==> src/rtl/rlpl_pkg.sv <==
// ----------------------------------------------------------------------------
// rlpl_pkg
// Shared types and codes of the route longest-prefix lookup block.
// ----------------------------------------------------------------------------
package rlpl_pkg;

    // Codes of the action selector on the input stream.
    localparam logic ACT_WRITE  = 1'b0;
    localparam logic ACT_LOOKUP = 1'b1;

    // Field widths.
    localparam int unsigned ADDR_W   = 32;
    localparam int unsigned IDX_W    = 6;
    localparam int unsigned IN_DATA_W  = 136;
    localparam int unsigned OUT_DATA_W = 8;

    // One route table slot as stored in the table memory.
    typedef struct packed {
        logic              valid;
        logic [ADDR_W-1:0] prefix;
        logic [ADDR_W-1:0] mask;
        logic [ADDR_W-1:0] metric;
    } t_route;

    // Control from the sequencer to the compare unit.
    typedef struct packed {
        logic start;   // new lookup: clear the winner and latch the address
        logic sample;  // table read data is valid this cycle
    } t_cmp_ctrl;

    // Sequencer states, one-hot.
    typedef enum logic [4:0] {
        ST_CLEAR = 5'b00001,
        ST_IDLE  = 5'b00010,
        ST_SCAN  = 5'b00100,
        ST_DRAIN = 5'b01000,
        ST_FIN   = 5'b10000
    } t_state;

endpackage

==> src/rtl/rlpl_cmp.sv <==
// ----------------------------------------------------------------------------
// rlpl_cmp
// Shared match and compare unit; keeps the running winner of a lookup.
// ----------------------------------------------------------------------------
module rlpl_cmp #(
    parameter int unsigned IW = 6
) (
    input  logic                          i_clk,
    input  logic                          i_rst_n,
    input  rlpl_pkg::t_cmp_ctrl           i_ctrl,
    input  logic [rlpl_pkg::ADDR_W-1:0]   i_addr,
    input  rlpl_pkg::t_route              i_entry,
    input  logic [IW-1:0]                 i_entry_idx,
    output logic                          o_hit,
    output logic [IW-1:0]                 o_best_idx
);

    logic                        r_found;
    logic [rlpl_pkg::ADDR_W-1:0] r_addr;
    logic [rlpl_pkg::ADDR_W-1:0] r_win_mask;
    logic [rlpl_pkg::ADDR_W-1:0] r_win_metric;
    logic [IW-1:0]               r_win_idx;

    logic match;
    logic better;
    logic take;

    // A valid slot matches when prefix and address agree on every mask bit.
    assign match = i_entry.valid &&
                   (((i_entry.prefix ^ r_addr) & i_entry.mask) == '0);

    // Larger mask wins; on equal masks a strictly smaller metric wins.
    assign better = !r_found || (i_entry.mask > r_win_mask) ||
                    ((i_entry.mask == r_win_mask) && (i_entry.metric < r_win_metric));

    assign take = i_ctrl.sample && match && better;

    // Found flag.
    always_ff @(posedge i_clk) begin
        if (!i_rst_n) begin
            r_found <= 1'b0;
        end else if (i_ctrl.start) begin
            r_found <= 1'b0;
        end else if (take) begin
            r_found <= 1'b1;
        end
    end

    // Lookup address and winner payload.
    always_ff @(posedge i_clk) begin
        if (i_ctrl.start) begin
            r_addr    <= i_addr;
            r_win_idx <= '0;
        end else if (take) begin
            r_win_mask   <= i_entry.mask;
            r_win_metric <= i_entry.metric;
            r_win_idx    <= i_entry_idx;
        end
    end

    assign o_hit      = r_found;
    assign o_best_idx = r_found ? r_win_idx : '0;

endmodule
==> config.mk <==
export PLATFORM = sky130hd
export DESIGN_NAME = rlpl_cmp
export DESIGN_NICKNAME = d
export VERILOG_FILES = /design/src/rtl/rlpl_pkg.sv /design/src/rtl/rlpl_cmp.sv
export SDC_FILE = /design/constraint.sdc
export NUM_CORES = 1
export LEC_CHECK = 0
export BUFFER_PORTS_ARGS = -buffer_cell sky130_fd_sc_hd__buf_2
export CELL_PAD_IN_SITES_DETAIL_PLACEMENT = 0
export CELL_PAD_IN_SITES_GLOBAL_PLACEMENT = 1
export CORE_ASPECT_RATIO = 1.75
export CORE_MARGIN = 4
export CORE_UTILIZATION = 43
export CTS_BUF_LIST = sky130_fd_sc_hd__clkbuf_8
export CTS_CLUSTER_SIZE = 10
export DETAILED_ROUTE_END_ITERATION = 12
export GPL_ROUTABILITY_DRIVEN = 0
export PLACE_DENSITY_LB_ADDON = 0.1
export SETUP_SLACK_MARGIN = 0.15
export SYNTH_ARGS = -nofsm -noshare
export SYNTH_HDL_FRONTEND = slang
export SYNTH_SLANG_ARGS = --single-unit
export TNS_END_PERCENT = 5
==> constraint.sdc <==
create_clock -name i_clk -period 10.3 [get_ports i_clk]
set_clock_uncertainty 0.1 [all_clocks]
set_input_delay 0 -clock i_clk [delete_from_list [all_inputs] [get_ports i_clk]]
set_output_delay 0 -clock i_clk [all_outputs]
set_load 0.05 [all_outputs]
Word-level counts from Yosys, hierarchy flattened --
Index checks and enable logic that the tools add are counted.
Storage, ports and cells: bits in registers 103, bits of input ports 139
Operators by class: $lt $le $gt $ge 2, equality and inequality tests 1, muxes and demuxes 1, bitwise gates (word level) 4, reductions and logical operators 10
Operators by type and width (count):
- $and A32 B32 Y32 | 1
- $eq A32 B32 Y1 | 1
- $gt A32 B32 Y1 | 1
- $logic_not A32 Y1 | 1
- $lt A32 B32 Y1 | 1
- $xor A32 B32 Y32 | 1
- $mux W6 | 1
- $logic_and A1 B1 Y1 | 4
- $logic_or A1 B1 Y1 | 2
- $not A1 Y1 | 2
- $reduce_and A2 Y1 | 1
- $reduce_or A2 Y1 | 1
- $logic_not A1 Y1 | 1

Logic depth before layout (Yosys ltp) --
Gate-level depths: netlist of the first run.
depth in word-level cells 7, depth in mapped cells 10

Least setup slack after synthesis of the first run --
OpenSTA, ideal clock, no wires.
path type reg2reg, start register r_win_mask[14] (netlist name), end register r_win_mask[0] (netlist name), enable pin, library setup time 0.582 ns, arrival 6.596 ns, data required time 9.618 ns, setup slack 3.022 ns, stages on the path, launching flop included 9, buffers on the path 0, period minus slack after synthesis 7.278 ns, cells stage by stage edfxtp_1 > inv_1 > ha_1 > nand4_1 > or4_4 > nor2_2 > o2111a_2 > nand2_1 > a211oi_1
Between the ends: cells in the longest elaborated chain, start to end 5
Ends and longest elaborated chain:
- from (decl) | RTL line rlpl_cmp.sv:20 | logic [rlpl_pkg::ADDR_W-1:0] r_win_mask;
- from (signal assigned) | RTL line rlpl_cmp.sv:55 | r_win_mask <= i_entry.mask;
- $gt A32 B32 Y1 or $eq A32 B32 Y1 (tied branches) | RTL line rlpl_cmp.sv:33, rlpl_cmp.sv:34
- $logic_or A1 B1 Y1 or $logic_and A1 B1 Y1 (tied branches) | RTL line rlpl_cmp.sv:33, rlpl_cmp.sv:34
- $logic_or A1 B1 Y1 * | RTL line rlpl_cmp.sv:33 | assign better = !r_found || (i_entry.mask > r_win_mask) ||
- $logic_and A1 B1 Y1 * | RTL line rlpl_cmp.sv:36 | assign take = i_ctrl.sample && match && better;
- $reduce_and A2 Y1 (no source line) *
Mark *: on every way between the ends. The rest lies on a longest branch, timed or not. A chain may end at the register's enable or synchronous reset.

Final worst setup path of the first run --
start register r_win_mask[15] (netlist name), end register r_win_mask[9] (netlist name), enable pin
The elaborated chain is that of the path after synthesis.

==> summary.txt, run 1 <==
Clock Power Share: 0.332
drt pass-1 iters: 5
Relative slew margins: 0.5365
multi-input logic area: 2337 um^2
synth top area cells: edfxtp_1 51%, ha_1 14%, xor2_1 5.0%, inv_1 4.4%, a21oi_1 2.6%
Final Hold Fails: 0
CTS tree: built
GRT Total Usage: 0.1976
Final Cycle Share: 0.3798
part of the power in registers: 0.522
Net Count, Synth: 665
Clock Path Buffers: 2
synth warn: 0
register area: 3023 um^2
setup TNS: 0 ps
starting density of the core: 0.4366
layout cells sized above 1: 0.2352
Fmax: 255.6 MHz
first-pass GRT wire length: 22.78 mm
most used routing layer: met2
DR WL/cell: 16.21 um
grt met1 use: 0.2194
Die Area: 15030 um^2
vias after detailed routing: 4482
number of global-route vias before repair: 4683
Detail Placement HPWL: 11.10 mm
Crit Path Max Fanout: 52
mean post-synth cell area: 12.13 um^2
Switch Pwr: 0.2046 mW
die height: 159.2 um
number of max-cap violations: 0
fin worst setup slack: 6388 ps
final setup vio count: 0
port bufs: 145
Leakage: 3.472 nW
Tightest Hold Check Type: input pin to flip-flop
top cell type's share of synthesized area: 0.5131
Worst Max-Slew Pin Slew: 695.2 ps
Post-synth EDFFs: 96
type of origin of the critical path: flip-flop
row cnt: 55
minimum clock period: 3912 ps
WS Path Type: flip-flop to flip-flop
# resized after CTS: 0
switching share of total power: 0.2264
Logic pwr share: 0.146
WP data required: 10190 ps
H-tree Lvls: 3
DRC: 0
async set or reset register ratio after synthesis: 0
io pins: 146
Seq/Total Area, Yosys: 0.5381
met3 Use GR: 0.03452
count leader, synth: edfxtp_1
Post-Syn Instances: 463
CP endpoint kind: flip-flop
CTS Sinks: 103
Iter 0 DRT Violations: 142
Worst VDD drop: 0.00008589 V
Worst-Skew Late Latency: 360 ps
GR Util met2: 0.3664
Max Transition Viols Final: 0
RSZ-0062 raised after global routing: no
final wirelength: 14.56 mm
#FFs+latches synth: 103
CTS Buf Count: 9
GRT Residual Overflow: 0
initial antenna violation count: 0
power per cell area: 115.3 nW/um^2
data arrival time of the critical path: 3800 ps
cell taking the most area after synthesis: edfxtp_1
outcome: completed
Pint: 0.6991 mW
Core ar.: 12870 um^2
Area growth, synth to finish: 39.53%
die width: 94.41 um
top post-synthesis cells by count: 96 x edfxtp_1, 66 x inv_1, 63 x ha_1
vias per std cell: 4.991
library cells used by synthesis: 44
Cell Area, Synth: 5618 um^2
clk slew on worst S/H paths: 100 ps
Final nets: 924
root buffer cell: clkbuf_8
largest net degree at the start of global routing: 53
diodes inserted: 0
Fillers: 1093
DP Worst Slack: 6372 ps
Routed Antenna Nets: 0
ys flop type: edfxtp_1
==> cells in the final DEF, fill, tap and decap left out, types with 6 or more instances in the layout <==
cell type / count
a21oi_1: 29
a22oi_1: 15
and2_1: 6
and4_1: 6
buf_2: 145
clkbuf_8: 9
dfxtp_1: 7
dlygate4sd3_1: 104
edfxtp_1: 96
ha_1: 63
inv_1: 66
mux2i_1: 6
nand2_1: 32
nand2b_1: 13
nand3_1: 13
nand4_1: 15
nor3_1: 8
o221ai_1: 7
xor2_1: 32
==> per-stage QoR <==
| stage | power [mW] | utilization | hold WS, ps | cells | cell area (um^2) |
|---|---|---|---|---|---|
| 6_report | 0.9036 | 0.6091 | 240.0 | 898 | 7839 |
| 5_1_grt | 0.9415 | 0.6091 | 223.2 | 898 | 7839 |
| 4_1_cts | 0.9119 | 0.6091 | 212.5 | 898 | 7839 |
| 3_5_place_dp | 0.5836 | 0.5100 | 78.10 | 778 | 6563 |
| 3_3_place_gp | 0.5823 | 0.5100 | 77.04 | 778 | 6563 |
| 2_1_floorplan | 0.5275 | - | -1.131 | 463 | 5618 |
==> critical path, cell delays in order, from the launching register on <==
cell and delay (ps):
edfxtp_1 350, inv_1 40, ha_1 290, nand4_1 180, or4_4 580, nor2_2 170, o2111a_2 350, nand2_1 120
a211oi_4 650, buf_4 680
==> area by class of cell <==
cell class                      count  area share
Inverter                           66     0.03160
Multi-Input combinational cell    291      0.2982
Clock inverter                      7     0.01421
Tap cell                          171     0.02729
Sequential cell                   103      0.3856
Timing Repair Buffer              251      0.2273
Clock buffer                        9     0.01580
==> cells by family after synthesis <==
logic type,share of synthesized area
AOI/OAI and AO/OA,0.09644
DFF,0.5381
buffers and inverters,0.04811
xor gates and xnor gates,0.04989
muxes,0.01069
and+or+nand+nor,0.1165
adders and majority gates,0.1403
==> path summary, 6_finish.rpt <==
check / endpoint / cells after the start / from / slack, ps
max: r_win_mask[9]$_DFFE_PP_ / 9 / r_win_mask[15]$_DFFE_PP_ / 6390
min reg2reg: r_win_idx[4]$_SDFFE_PP0P_ / 2 / r_win_idx[4]$_SDFFE_PP0P_ / 460
min: r_addr[3]$_DFFE_PP_ / 2 / i_addr[3] / 240
max reg2reg: r_win_mask[9]$_DFFE_PP_ / 9 / r_win_mask[15]$_DFFE_PP_ / 6390
==> sequential cells by signal (all words and copies together), names as in the netlist <==
| signal | count |
|---|---|
| r_win_mask | 32 |
| o_hit | 1 |
| r_win_idx | 6 |
| r_win_metric | 32 |
| r_addr | 32 |
==> power by group through the flow <==
stage | Combinational (mW) | Clock, mW | Sequential [mW]
after floorplan | 0.0465 | 0 | 0.481
after global placement | 0.101 | 0 | 0.481
after detailed placement | 0.102 | 0 | 0.482
after CTS | 0.134 | 0.306 | 0.472
after global routing | 0.147 | 0.322 | 0.473
final | 0.132 | 0.300 | 0.472
==> routing by layer <==
metal | part of all wire | wire length [um]
met4 | 0.025 | 371
met1 | 0.38 | 5564
met5 | 0 | 0
met3 | 0.043 | 629
met2 | 0.55 | 7991
==> repair_timing <==
action | CTS | global route
hold buffers | 104 | 0
hold endpoints to repair | 115 | 0
setup buffers | 0 | 0
Note: power is estimated with default switching activity, not from simulation.
==> run 2, diff against run 1 <==
clock period = 3.9 ns   (was 10.3 ns; I/O delays follow)
==> run 2 against run 1 <==
Compared with the run above: combinational power rose to 2.7 times the previous value; fmax rose by 28%; count of clock-buffer cells in the layout did not move; sequential share of layout area rose by 0.11 points; register-to-register slack got worse by 5500 ps; worst setup slack got worse by 5500 ps; hold slack got worse by 20 ps; first-iteration DRC count rose by 47%; global-route usage rose by 0.54 points; clock power rose by 120%; wire length rose by 2.2%; largest cell class unchanged.
==> summary.txt, run 2 (synthesis gave the netlist of run 1 again) <==
drt pass-1 iters: 4
minimum clock period: 3053 ps
CTS Buf Count: 9
layout cells sized above 1: 0.2410
io pins: 146
CTS Sinks: 103
RSZ-0062 raised after global routing: no
WP data required: 3860 ps
final wirelength: 14.88 mm
Leakage: 3.444 nW
Worst VDD drop: 0.0002401 V
Relative slew margins: 0.3791
number of max-cap violations: 0
most frequent cells in the layout: 145 x buf_2, 103 x dlygate4sd3_1, 96 x edfxtp_1
root buffer cell: clkbuf_8
CP endpoint kind: flip-flop
commonest non-fill, non-tap cell in the layout: buf_2
DRC: 0
Worst Hold Depth: 1
port bufs: 145
final setup vio count: 0
non-filler cells, final: 898
row cnt: 55
multi-input logic area: 2357 um^2
placed instance count: 778
WS Path Type: flip-flop to flip-flop
Fillers: 1074
hold path startpoint: i_ctrl[1]
most used routing layer: met2
Crit Path Max Fanout: 48
register area: 3023 um^2
outcome: completed
Tightest Hold Check Type: input pin to flip-flop
Max Transition Viols Final: 0
Core ar.: 12870 um^2
R2R depth: 9
Critical R2R Launch: r_win_mask[1]$_DFFE_PP_
type of origin of the critical path: flip-flop
first-pass GRT wire length: 23.33 mm
DP Worst Slack: 855.5 ps
Clock Path Buffers: 2
Final nets: 923
vias after detailed routing: 4436
Routed Antenna Nets: 0
Final Core Density: 0.6074
data arrival time of the critical path: 3010 ps
number of global-route vias before repair: 4842
# resized after CTS: 0
Final Cycle Share: 0.7828
Placed Area: 6595 um^2
die width: 94.41 um
GR Util met2: 0.3865
final design instance area without fill: 7816 um^2
Regs by FF count: r_addr x32, r_win_mask x32, r_win_metric x32
flop-to-flop setup slack: 850 ps
starting density of the core: 0.4366
CTS Hold Bufs: 103
H-tree Lvls: 3
power per cell area: 287.8 nW/um^2
Die Area: 15030 um^2
largest net degree at the start of global routing: 49
die height: 159.2 um
DR WL/cell: 16.57 um
Endpoint, Worst Hold: r_addr[17]$_DFFE_PP_
Fmax: 327.6 MHz
Fin Hold WS: 220.5 ps
Iter 0 DRT Violations: 209
grt met1 use: 0.2103
FF-to-FF End: r_win_mask[25]$_DFFE_PP_
met3 Use GR: 0.04444
clk slew on worst S/H paths: 110 ps
Setup Buffers After CTS: 0
vias per std cell: 4.940
GRT Total Usage: 0.2030
initial antenna violation count: 1
fin worst setup slack: 847.2 ps
Worst-Skew Late Latency: 370 ps
Worst Max-Slew Pin Slew: 931.3 ps
CTS tree: built
Detail Placement HPWL: 11.49 mm
Final Hold Fails: 0
GRT Residual Overflow: 0
Area growth, synth to finish: 39.13%
[run 2: critical path, stage by stage (launching register included)]
cell and delay, ps:
edfxtp_1 330, inv_1 40, ha_1 270, nor2b_1 130, o211ai_1 90, a2111oi_0 410
nor3b_1 130, o311a_1 550, a211oi_4 360, buf_12 300
[run 2: metrics by stage]
step	setup TNS, ps	power [mW]
6_report	0	2.250
5_1_grt	0	2.351
4_1_cts	0	2.273
3_5_place_dp	0	1.543
3_3_place_gp	0	1.537
2_1_floorplan	-8853	1.394
[run 2: layout make-up]
| type | instances | share of cell area |
|---|---|---|
| antenna | 1 | 0.0003202 |
| clock buffer | 9 | 0.01585 |
| clock inverter | 7 | 0.008164 |
| inverter | 66 | 0.03170 |
| multi-input combinational | 291 | 0.3016 |
| sequential | 103 | 0.3867 |
| tap | 171 | 0.02737 |
| timing repair buffer | 250 | 0.2283 |
[run 2: how the worst max path moves through the flow]
stage	end	startpoint	slack [ps]	depth (start not counted)
after global routing	r_win_metric[22]$_DFFE_PP_	r_win_mask[8]$_DFFE_PP_	610	8
after global placement	r_win_mask[8]$_DFFE_PP_	r_win_mask[1]$_DFFE_PP_	890	9
after CTS	r_win_metric[28]$_DFFE_PP_	r_win_mask[1]$_DFFE_PP_	840	9
after floorplan	r_win_mask[0]$_DFFE_PP_	r_win_mask[10]$_DFFE_PP_	-140	8
final	r_win_mask[25]$_DFFE_PP_	r_win_mask[1]$_DFFE_PP_	850	9
after detailed placement	r_win_metric[28]$_DFFE_PP_	r_win_mask[1]$_DFFE_PP_	860	9
[run 2: per-layer routing]
metal  wire length, um  vias up
li1                  -     2235
met2              8395      113
met3               800       17
met4               313        0
met5                 0        -
met1              5375     2071
[run 2: power by group]
group | leakage, nW | switching [mW] | total (mW) | internal, mW
clock network | 0.0903 | 0.405 | 0.652 | 0.247
logic | 2.41 | 0.163 | 0.351 | 0.188
registers | 0.944 | 0.0110 | 1.25 | 1.24
==> run 3, diff against run 2 <==
clock period = 2.9 ns   (was 3.9 ns; I/O delays follow)
==> run 3 against run 2 <==
Compared with the run above: sequential cell count did not move; total power up 37%; the flow now finishes with violations (setup timing); highest routed layer unchanged; sequential share of layout area is 1.1 points lower; cell count is 1.3% higher; utilization is 1.8 points higher; non-clock buffer count up 13; largest cell class unchanged; via count grew 2.4%; worst setup slack worse by 920 ps; first-iteration DRC count decreased by 18%.
==> summary.txt, run 3 (synthesis gave the netlist of run 1 again) <==
outcome: finished, violations left
failing checks: setup timing
H-tree Lvls: 3
Worst Max-Slew Pin Slew: 997.3 ps
diodes inserted: 0
GRT Residual Overflow: 0
largest net degree at the start of global routing: 47
placed instance count: 782
register area: 3023 um^2
vias per std cell: 4.993
Fillers: 1079
Core ar.: 12870 um^2
Worst VDD drop: 0.0002959 V
Tightest Hold Check Type: input pin to flip-flop
root buffer cell: clkbuf_8
power per cell area: 384.1 nW/um^2
Final Cycle Share: 1.026
Final Hold Fails: 0
first-pass GRT wire length: 24.05 mm
CTS Sinks: 103
io pins: 146
DRC: 0
clk slew on worst S/H paths: 110 ps
Crit Path Max Fanout: 8
Iter 0 DRT Violations: 171
fin worst setup slack: -76.13 ps
Relative slew margins: 0.3351
GRT Total Usage: 0.2107
hold path startpoint: i_addr[16]
Leakage: 3.536 nW
final wirelength: 15.90 mm
number of max-cap violations: 0
WS Path Type: flip-flop to flip-flop
Fmax: 336.0 MHz
RSZ-0062 raised after global routing: yes
commonest non-fill, non-tap cell in the layout: buf_2
Regs by FF count: r_addr x32, r_win_mask x32, r_win_metric x32
Max Transition Viols Final: 0
initial antenna violation count: 0
starting density of the core: 0.4366
row cnt: 55
CP endpoint kind: flip-flop
CTS Buf Count: 9
Die Area: 15030 um^2
die height: 159.2 um
Clock Path Buffers: 2
Area growth, synth to finish: 43.30%
port bufs: 145
setup TNS: -2971 ps
Routed Antenna Nets: 0
CP startpoint: r_win_mask[8]$_DFFE_PP_
Fin Hold WS: 240.6 ps
CTS tree: built
Worst-Skew Late Latency: 370 ps
data arrival time of the critical path: 2960 ps
non-filler cells, final: 910
type of origin of the critical path: flip-flop
drt pass-1 iters: 4
Final Core Density: 0.6256
Final nets: 936
layout cells sized above 1: 0.2612
WP data required: 2890 ps
Critical R2R Launch: r_win_mask[8]$_DFFE_PP_
vias after detailed routing: 4544
die width: 94.41 um
multi-input logic area: 2389 um^2
most frequent cells in the layout: 145 x buf_2, 103 x dlygate4sd3_1, 96 x edfxtp_1
number of global-route vias before repair: 4886
DR WL/cell: 17.47 um
Detail Placement HPWL: 11.77 mm
minimum clock period: 2976 ps
final setup vio count: 48
## run 3: cell count changes in the layout (fill, tap and decap cells not counted), sizes merged
| cell | previous run | this run |
|---|---|---|
| clkinvlp | 2 | 3 |
| buf | 147 | 157 |
| clkinv | 1 | 0 |
| bufinv | 0 | 1 |
| inv | 70 | 69 |
| clkbuf | 9 | 12 |
| diode | 1 | 0 |
## run 3: cell type report
cell class,instances,area share
timing repair buffer,263,0.2453
sequential,103,0.3755
clock inverter,7,0.009792
multi-input combinational,291,0.2967
clock buffer,9,0.01539
tap,171,0.02658
inverter,66,0.03077
## run 3: worst max-delay path, stage by stage (launching register included)
cell,delay (ps)
edfxtp_1,350
inv_1,50
ha_1,260
nand4_1,180
or4_4,610
nor2_4,140
o2111a_2,240
nand2_2,70
a211oi_4,350
buf_12,190
clkbuf_16,160
## run 3: report_power, final
part | switching (mW) | internal (mW) | total [mW]
registers | 0.0142 | 1.66 | 1.68
clock network | 0.525 | 0.408 | 0.933
logic | 0.228 | 0.255 | 0.483
## run 3: metal layers
layer	GRT usage	part of all wire	vias to the layer above
li1	-	-	2252
met1	0.2249	0.36	2145
met2	0.4043	0.57	120
met3	0.02931	0.042	27
met4	0.07890	0.032	0
met5	0	0	-
## run 3: repair_timing
action                                 CTS  global route
endpoints found under the hold margin  103             0
gates resized for setup                  0             8
setup buffers                            0             4
hold buffers                           103             0
setup endpoints to repair               66            70
pin swaps                                0             5
gates cloned                             0             5
## run 3: metrics by stage
step	power (mW)	area (um^2)	setup slack [ps]
after floorplan	1.874	5650	-1138
after global placement	2.070	6638	143.6
after detailed placement	2.079	6638	22.46
after CTS	3.114	7871	1.477
after global routing	3.234	8050	-196.5
final	3.092	8050	-76.13
## run 3: worst paths after layout
check,endpoint,slack [ps],depth (start not counted)
setup / recovery,r_win_mask[31]$_DFFE_PP_,-80,10
setup reg to reg,r_win_mask[31]$_DFFE_PP_,-80,10
hold / removal,r_addr[16]$_DFFE_PP_,240,2
hold reg to reg,r_win_idx[1]$_SDFFE_PP0P_,470,2
